--- src/rtl/sbmd_pkg.sv ---
// Package for the block-matching disparity engine: shared types, constants and the pixel cost function.
// No dependencies.
`default_nettype none
package sbmd_pkg;
    typedef enum logic [2:0] {
        ST_IDLE,
        ST_RUN,
        ST_DRAIN,
        ST_PICK,
        ST_OUT
    } t_state;
    localparam int unsigned DEPTH_MID = 128;
    localparam int unsigned REG_WIDTH = 0;
    localparam int unsigned REG_HEIGHT = 1;
    localparam int unsigned ACT_LOAD = 0;

    function automatic logic [9:0] pixel_cost(input logic [23:0] p, input logic [23:0] q);
        logic [7:0] a;
        logic [7:0] b;
        logic [7:0] c;
        a = (p[23:16] > q[23:16]) ? p[23:16] - q[23:16] : q[23:16] - p[23:16];
        b = (p[15:8] > q[15:8]) ? p[15:8] - q[15:8] : q[15:8] - p[15:8];
        c = (p[7:0] > q[7:0]) ? p[7:0] - q[7:0] : q[7:0] - p[7:0];
        return {2'b00, a} + {2'b00, b} + {2'b00, c};
    endfunction
endpackage
`default_nettype wire

--- src/rtl/sbmd_cell.sv ---
// One shift cell: accumulates SAD and valid count for one shift.
// Right pixels pass from cell to cell; depends on sbmd_pkg.
`default_nettype none
module sbmd_cell #(
    parameter int SAD_W = 18,
    parameter int CNT_W = 9
) (
    input  wire logic             i_clk,
    input  wire logic             i_clear,
    input  wire logic             i_en,
    input  wire logic [23:0]      i_left,
    input  wire logic             i_lvalid,
    input  wire logic [23:0]      i_right,
    input  wire logic             i_rvalid,
    output logic      [23:0]      o_right,
    output logic                  o_rvalid,
    output logic      [SAD_W-1:0] o_sad,
    output logic      [CNT_W-1:0] o_cnt
);
    logic [23:0]      r_right;
    logic             r_rvalid;
    logic [SAD_W-1:0] r_sad;
    logic [CNT_W-1:0] r_cnt;
    always_ff @(posedge i_clk) begin
        if (i_en) begin
            r_right  <= i_right;
            r_rvalid <= i_rvalid;
        end
        if (i_clear) begin
            r_sad <= '0;
            r_cnt <= '0;
        end else if (i_en && i_lvalid && i_rvalid) begin
            r_sad <= r_sad + SAD_W'(sbmd_pkg::pixel_cost(i_left, i_right));
            r_cnt <= r_cnt + 1'b1;
        end
    end
    assign o_right  = r_right;
    assign o_rvalid = r_rvalid;
    assign o_sad    = r_sad;
    assign o_cnt    = r_cnt;
endmodule
`default_nettype wire

--- config.mk ---
export PLATFORM = sky130hd
export DESIGN_NAME = sbmd_cell
export DESIGN_NICKNAME = d
export VERILOG_FILES = /design/src/rtl/sbmd_pkg.sv /design/src/rtl/sbmd_cell.sv
export SDC_FILE = /design/constraint.sdc
export NUM_CORES = 1
export LEC_CHECK = 0
export BUFFER_PORTS_ARGS = -buffer_cell sky130_fd_sc_hd__clkbuf_2
export CORE_MARGIN = 8
export CORE_UTILIZATION = 51
export CTS_BUF_LIST = sky130_fd_sc_hd__clkbuf_8
export CTS_CLUSTER_DIAMETER = 100
export DETAILED_ROUTE_END_ITERATION = 10
export HOLD_SLACK_MARGIN = 0.02
export PLACE_DENSITY = 0.79
export SETUP_SLACK_MARGIN = 0.4
export SKIP_CTS_REPAIR_TIMING = 1
export SYNTH_ARGS = -nofsm -noshare
export SYNTH_HDL_FRONTEND = slang
export SYNTH_SLANG_ARGS = --single-unit
--- constraint.sdc ---
create_clock -name i_clk -period 4.91 [get_ports i_clk]
set_input_delay 0.7365 -clock i_clk [delete_from_list [all_inputs] [get_ports i_clk]]
set_output_delay 0.7365 -clock i_clk [all_outputs]
set_load 0.01 [all_outputs]
**Word-level counts from Yosys, hierarchy flattened**

Cells that the tools add are included.

- Input bits: 53
- Logic and storage cells: 22
- Output and inout port bits: 52
- Register bits: 52

- Order comparisons: 3
- Reduce and logical (&&, ||, !) cells: 2
- Add/sub/neg operators: 10
- Muxes and demuxes: 3

Operators with widths:

| kind | count |
|---|---|
| 8-bit subtractor | 6 |
| 8-bit greater-than comparator | 3 |
| 8-bit two-way mux | 3 |
| 18-bit by 10-bit adder with 18-bit output | 1 |
| 9-bit by 8-bit adder with 10-bit output | 1 |
| 8-bit by 8-bit adder with 9-bit output | 1 |
| 9-bit by 1-bit adder with 9-bit output (second input constant) | 1 |
| 1-bit logical AND | 2 |

**Logic depth before layout (Yosys ltp)**

Gate-level depths: netlist of run 1.

- Depth after elaboration: 5
- Mapped depth: 19
- Depth with buffers taken out: 19

**Worst setup path after synthesis of run 1**

No wires, ideal clock.

- Path type: input port to flip-flop
- From: input port i_left[8]
- To: register r_sad[11] (netlist: o_sad[11])
- Library setup time: 0.121 ns
- Path buffers: 0
- Arrival time: 4.981 ns
- Cell stages on the path: 17
- Slack: -0.192 ns
- Required time: 4.789 ns
- Cell sequence: inv_1 > ha_1 > inv_1 > fa_1 > a211oi_1 > nor3_1 > o21ai_4 > mux2_2 > fa_1 > fa_1 > ha_1 > fa_1 > a21o_1 > a221oi_2 > o21ai_2 > nand3_1 > mux2_2

- Longest elaborated chain between the ends: 5
- Elaborated cells between the ends (all ways): 7
- Classes of those cells: add/sub: 5; order compare: 1; mux: 1

Ends and longest elaborated chain:

| item | line | text |
|---|---|---|
| start: declaration | sbmd_cell.sv:11 | `input wire logic [23:0] i_left,` |
| 8-bit subtractor or 8-bit greater-than comparator (tied branches) | sbmd_pkg.sv:22 | `b = (p[15:8] > q[15:8]) ? p[15:8] - q[15:8] : q[15:8] - p[15:8];` |
| 8-bit two-way mux (*) | sbmd_pkg.sv:22 |  |
| 8-bit by 8-bit adder with 9-bit output (*) | sbmd_pkg.sv:24 | `return {2'b00, a} + {2'b00, b} + {2'b00, c};` |
| 9-bit by 8-bit adder with 10-bit output (*) | sbmd_pkg.sv:24 |  |
| 18-bit by 10-bit adder with 18-bit output (*) | sbmd_cell.sv:33 | `r_sad <= r_sad + SAD_W'(sbmd_pkg::pixel_cost(i_left, i_right));` |
| end signal: assignment | sbmd_cell.sv:33 |  |
| end: declaration | sbmd_cell.sv:22 | `logic [SAD_W-1:0] r_sad;` |

Mark *: on every way between the ends. The rest lies on a longest branch, timed or not.
A chain may end at the register's enable or synchronous reset.

**Worst setup path in the final report of run 1**

- From: input port i_left[8]
- To: register r_sad[17] (netlist: o_sad[17])

Same word-level chain as after synthesis.

==> flow_summary_export.csv, run 1 <==
group,metric,value,unit
synthesis,ys_seq_area_share,27.7,%
finish,multi_input_area,3330,um^2
synthesis,synth_nets,626,
setup_path,cp_data_arrival_time,5.04,ns
global_route,track_usage,18.3,%
routing,ant_nets,0,
finish,nets,783,
cts,cts_tree,"done",
hold_path,hp-class,"flip-flop to flip-flop",
pwr,finalPower,3.49,mW
synthesis,synth_ff_type,"dfxtp_1",
status,status,"completed",
global_route,grt_max_degree,39,
sta,fin_setup_tns,0,ns
synthesis,synth_area,4660,um^2
cts,cts_root_buffer,"clkbuf_8",
synthesis,synth_cells,494,
global_route,grt_pass1_wl,19.1,mm
finish,final_common_cell,"clkbuf_2",
setup_path,endpoint_kind,"flip-flop",
floorplanning,ios,105,
placement,dp_hpwl,9.27,mm
routing,wl_per_cell,16.1,um
synthesis,synth_edf_count,25,
setup_path,required,5.13,ns
cts,clock_latency,0.32,ns
pwr,leakagePower,3.10,nW
routing,via_per_inst,5.38,
floorplanning,num_rows,35,
cts,cts.sinks,52,
global_route,grt_pass1_vias,4226,
pwr,powerDensity,562,nW/um^2
placement,dpl-instance-area,5770,um^2
setup_path,worstSetupStartpointType,"input pin",
finish,syn_to_final_growth,33.3,%
synthesis,ys_ff_latch,52,
floorplanning,die_x,112,um
placement,routabilityCongestion,0.926,
sta,max_freq,0.208,GHz
sta,period_minus_slack,4.82,ns
sta,rsz0062_at_grt,"true",
finish,seq_area,1290,um^2
pwr,vdd_ir_drop_max,515,uV
flow_run,drv_cap,0,
cts,clock_path_buffers,2,
finish,n_fill_cell,683,
placement,port-buffer-count,104,
synthesis,avgSynthCellArea,9.43,um^2
finish,final_cell_mix,"clkbuf_2 (102), inv_1 (71), buf_4 (59)",
synthesis,synth.distinct_cells,48,
sta,slew_headroom,49.0,%
cts,h-tree-depth,2,
routing,drc,0,
sta,hold_viol_final,0,
sta,finalCritPeriodShare,98.1,%
routing,drt_iter0_markers,183,
routing,drt_pass1_iterations,6,
sta,drv_slew,0,
finish,drive_above_1_share,38.2,%
cts,cts.clk_slew.worst_paths,0.11,ns
routing,wl,12.3,mm
synthesis,yosys_warnings,0,
setup_path,worstSetupPathType,"input pin to flip-flop",
routing,vias,4105,
synthesis,synthArstFlopShare,0,%
floorplanning,die_y,112,um
setup_path,path_max_fanout,7,
floorplanning,start_util,51.4,%
finish,final_area,6210,um^2
cts,numCtsBuffers,5,
finish,antenna_cells,0,
floorplanning,dieArea,12400,um^2
floorplanning,core_area,9060,um^2
global_route,grt_antenna_before_repair,0,
sta,worst_pin_slew,0.765,ns
global_route,gr-total-overflow,0,
sta,setup_viol,0,
sta,skew,0.0110,ns
-- kinds of logic (layout without fill, tap and decap cells) --
kind of cell               Yosys count  in the layout  synth area share, %
DFF                                 52             52                 27.7
xor gates and xnor gates            31             31                 5.83
and+or+nand+nor                    103            103                 11.0
muxes                               27             27                 6.10
AOI/OAI and AO/OA                  102            102                 15.8
adders and majority gates           79             79                 24.8
buffers and inverters              100            258                 8.81
-- final timing paths --
path / from / end / slack (ns) / cells past startpoint
max reg2reg: o_sad[1] / o_sad[17] / 1.77 / 9
min reg2reg: o_cnt[1] / o_cnt[1] / 0.51 / 2
max: i_left[8] / o_sad[17] / 0.09 / 18
min: o_cnt[1] / o_cnt[1] / 0.51 / 2
-- sequential cells by signal, indices dropped and copies added, names as in the netlist --
name,count
o_cnt,9
o_rvalid,1
o_right,24
o_sad,18
-- synthesized netlist by cell type (all sizes together), types with 6 or more instances --
master	number	area (um^2)
a21o	22	166
a21oi	36	203
a221oi	7	103
a31oi	8	50.1
and3	8	50.1
buf	10	71.3
clkbuf	7	27.5
dfxtp	27	541
edfxtp	25	751
fa	22	440
ha	57	713
inv	83	312
mux2	11	124
mux2i	16	160
nand2	30	113
nand3	9	45.0
nand3b	6	45.0
nand4	7	43.8
nor2	25	93.8
nor2b	7	43.8
o21ai	8	55.1
xnor2	12	105
xor2	19	166
-- worst max-delay path: stages --
cell and delay (ns):
buf_6 0.10, clkinv_4 0.04, ha_4 0.12, inv_2 0.03, fa_2 0.36, a211oi_4 0.26
nor3_2 0.09, o21ai_4 0.31, mux2_4 0.35, fa_1 0.52, fa_1 0.45, ha_4 0.19
fa_2 0.38, a21o_1 0.20, a221oi_4 0.30, o21ai_2 0.13, nor3b_2 0.17, mux2_4 0.28
-- stage by stage --
step | hold slack [ns] | utilization [%] | worst slack, ns | std cells
floorplan | 0.504 | - | 0.0304 | 494
global placement | 0.475 | 63.6 | -0.254 | 746
detailed placement | 0.492 | 63.6 | -0.347 | 746
CTS | 0.509 | 64.6 | -0.00103 | 754
global route | 0.543 | 68.5 | -0.0649 | 763
finish | 0.510 | 68.5 | 0.0913 | 763
-- per-layer routing --
metal,share of wire (%),track usage [%],vias up
met3,5.0,3.63,27
met5,0,0,-
met2,52,32.7,116
li1,-,-,1989
met4,2.2,6.75,0
met1,40,21.1,1973
-- cell type report --
type / instances / share of cell area, %
clock buffer: 5 / 1.11
clock inverter: 3 / 0.343
inverter: 83 / 5.30
multi-input combinational: 342 / 53.6
sequential: 52 / 20.8
tap: 111 / 2.24
timing repair buffer: 167 / 16.6
-- report_power, final --
| part | internal [mW] | leakage [nW] | switching [mW] |
|---|---|---|---|
| clock network | 0.102 | 0.0490 | 0.160 |
| logic | 1.34 | 2.59 | 1.36 |
| registers | 0.497 | 0.463 | 0.0335 |
No activity file was read; power rests on OpenSTA's default activity.
==> run 2: changes to the inputs <==
--- a/config.mk
+++ b/config.mk
@@ -5,9 +5,10 @@
 export SDC_FILE = /design/constraint.sdc
 export NUM_CORES = 1
 export LEC_CHECK = 0
+export ABC_AREA = 1
 export BUFFER_PORTS_ARGS = -buffer_cell sky130_fd_sc_hd__clkbuf_2
 export CORE_MARGIN = 8
-export CORE_UTILIZATION = 51
+export CORE_UTILIZATION = 52
 export CTS_BUF_LIST = sky130_fd_sc_hd__clkbuf_8
 export CTS_CLUSTER_DIAMETER = 100
 export DETAILED_ROUTE_END_ITERATION = 10
==> run 2 against run 1 <==
Effect of this change: final area down 3.1%; synthesized cell count grew 53%; sequential cell count is the same; combinational power shrank 51%; highest routed layer unchanged.
==> flow_summary_export.csv, run 2 <==
group,metric,value,unit
pwr,vdd_ir_drop_max,206,uV
floorplanning,dieArea,13600,um^2
sta,setup_viol,0,
setup_path,path_max_fanout,9,
synthesis,yosys-top-cells-count,"nand2_1 (228), inv_1 (156), nand3_1 (59), ha_1 (57), a21oi_1 (47)",
pwr,p_sw_share,48.2,%
routing,wl_per_cell,12.3,um
routing,wl,12.2,mm
hold_path,worstHoldPathCells,2,
placement,routabilityCongestion,0.914,
global_route,grt_pass1_wl,20.4,mm
sta,setup_ws,0.715,ns
placement,pre_cts_slack,0.231,ns
routing,vias,4854,
sta,finalCritPeriodShare,85.4,%
cts,cts.sinks,52,
floorplanning,die_x,117,um
status,status,"completed",
cts,cts_tree,"done",
cts,clock_path_buffers,2,
finish,final_cells,990,
sta,skew,0.00847,ns
synthesis,ys_seq_area_share,24.4,%
routing,top_layer_used,"met4",
routing,met1_length,5.20,mm
synthesis,synth_most_common_cell,"nand2_1",
global_route,gr-total-overflow,0,
synthesis,synth_nets,888,
synthesis,synthTopCellsByArea,"nand2_1 (16%), edfxtp_1 (14%), ha_1 (14%)",
synthesis,synth_cells,756,
synthesis,synth-simple-area-share,29.0,%
sta,period_minus_slack,4.20,ns
pwr,combPwrFrac,63.5,%
setup_path,r2r_cells,10,
finish,drive_above_1_share,17.2,%
finish,multi_input_area,3320,um^2
global_route,grt_max_degree,26,
pwr,p_int,1.09,mW
finish,n_fill_cell,985,
floorplanning,die_y,117,um
synthesis,synthMuxAreaShare,0,%
pwr,powerDensity,349,nW/um^2
finish,antenna_cells,0,
sta,hold_viol_final,0,
synthesis,synth_top_family_by_area,"simple AND/OR/NAND/NOR gates",
placement,port-buffer-count,104,
sta,rsz0062_at_grt,"false",
setup_path,worstSetupStartpointType,"input pin",
synthesis,synth_ff_type,"dfxtp_1",
floorplanning,start_util,53.8,%
hold_path,hp-class,"flip-flop to flip-flop",
setup_path,required,5.13,ns
finish,nets,988,
finish,seq_area,1290,um^2
synthesis,synth.distinct_cells,35,
setup_path,cp_data_arrival_time,4.41,ns
pwr,p_switching,1.01,mW
pwr,p_seq_share,23.7,%
synthesis,avgSynthCellArea,6.99,um^2
setup_path,worstSetupPathType,"input pin to flip-flop",
floorplanning,num_rows,36,
cts,cts.clk_slew.worst_paths,0.11,ns
sta,whs,0.503,ns
routing,wl_met2,6.05,mm
sta,worst_pin_slew,0.558,ns
placement,place_inst,982,
synthesis,ys_ff_latch,52,
synthesis,synth_area,5280,um^2
finish,largest_register_ffs,24,
setup_path,endpoint_kind,"flip-flop",
cts,clock_latency,0.32,ns
routing,drc,0,
pwr,leakagePower,3.43,nW
global_route,track_usage,18.3,%
global_route,grt_antenna_before_repair,0,
global_route,grt_pass1_vias,4722,
synthesis,synth_fa_ha_area_share,21.8,%
sta,slew_headroom,62.7,%
placement,dp_hpwl,10.1,mm
synthesis,synthArstFlopShare,0,%
flow_run,drv_cap,0,
sta,drv_slew,0,
routing,drt_pass1_iterations,5,
cts,cts_root_buffer,"clkbuf_8",
synthesis,synth_compound_area_share,8.10,%
floorplanning,ios,105,
routing,drt_iter0_markers,251,
finish,final_common_cell,"nand2_1",
cts,numCtsBuffers,5,
cts,h-tree-depth,2,
synthesis,netlist.top_cell.by_area,"nand2_1",
sta,max_freq,0.238,GHz
floorplanning,core_area,9820,um^2
sta,fin_setup_tns,0,ns
finish,final_cell_mix,"nand2_1 (228), inv_1 (156), clkbuf_2 (104)",
routing,ant_nets,0,
synthesis,yosys.area.top_type_share,16.2,%
synthesis,synthXorXnorAreaFrac,3.48,%
synthesis,yosys_warnings,0,
synthesis,synth_edf_count,25,
pwr,clockPowerShare,12.8,%
finish,syn_to_final_growth,13.9,%
pwr,finalPower,2.10,mW
routing,wl_met3,833,um
routing,via_per_inst,4.90,
run 2: cell count changes after synthesis, sizes merged, moves of 8 or more:
cell,change
and3,-8
xnor2,-8
nor2,+15
a31oi,-8
mux2i,-16
a21o,-19
inv,+76
nand2,+206
mux2,-11
a21oi,+11
nand3,+52
run 2: per-layer routing:
layer / up-vias / global-route usage, %
li1: 2537 / -
met1: 2196 / 21.4
met2: 110 / 33.0
met3: 11 / 4.26
met4: 0 / 4.27
met5: - / 0
run 2: path summary, 6_finish.rpt:
| path | endpoint | start | slack (ns) |
|---|---|---|---|
| setup / recovery | o_sad[10] | i_left[8] | 0.71 |
| hold / removal | o_cnt[8] | o_cnt[8] | 0.50 |
| setup reg to reg | o_sad[17] | o_sad[1] | 2.15 |
| hold reg to reg | o_cnt[8] | o_cnt[8] | 0.50 |
run 2: worst max-delay path: stages:
cell,delay (ns)
clkbuf_2,0.09
inv_1,0.05
ha_1,0.15
inv_1,0.06
fa_1,0.40
nand3_1,0.09
nand2_1,0.10
nand2_1,0.08
nand3_2,0.08
nand2_4,0.12
inv_4,0.06
nand3_1,0.06
nand2_1,0.09
fa_1,0.48
inv_1,0.05
fa_1,0.53
inv_1,0.04
ha_1,0.35
nand2_1,0.11
nor2_1,0.18
nand3_1,0.14
nand3_2,0.14
nand3_1,0.08
nand2_1,0.07
nor2_1,0.06
run 2: final cells by class:
type,count,share of cell area (%)
clock buffer,5,1.14
tap,133,2.77
sequential,52,21.5
multi-input combinational,531,55.2
clock inverter,3,0.374
inverter,160,10.1
timing repair buffer,106,8.90
run 2: metrics by stage:
stage / area (um^2) / util (%)
2_1_floorplan: 5280 / -
3_3_place_gp: 5900 / 60.1
3_5_place_dp: 5900 / 60.1
4_1_cts: 5990 / 61.0
5_1_grt: 6010 / 61.3
6_report: 6010 / 61.3
run 2: logic make-up (layout without fill, tap and decap cells):
kind of cell	Yosys count	after routing
DFF	52	52
and+or+nand+nor	355	355
xor gates and xnor gates	21	21
AOI/OAI and AO/OA	76	76
buffers and inverters	173	274
adders and majority gates	79	79
run 2: power groups by stage:
stage	clock, mW	combinational [mW]	sequential (mW)
after floorplan	0	1.00	0.522
after global placement	0	1.28	0.508
after global routing	0.291	1.54	0.503
final	0.269	1.33	0.499
after CTS	0.276	1.32	0.499
after detailed placement	0	1.31	0.509
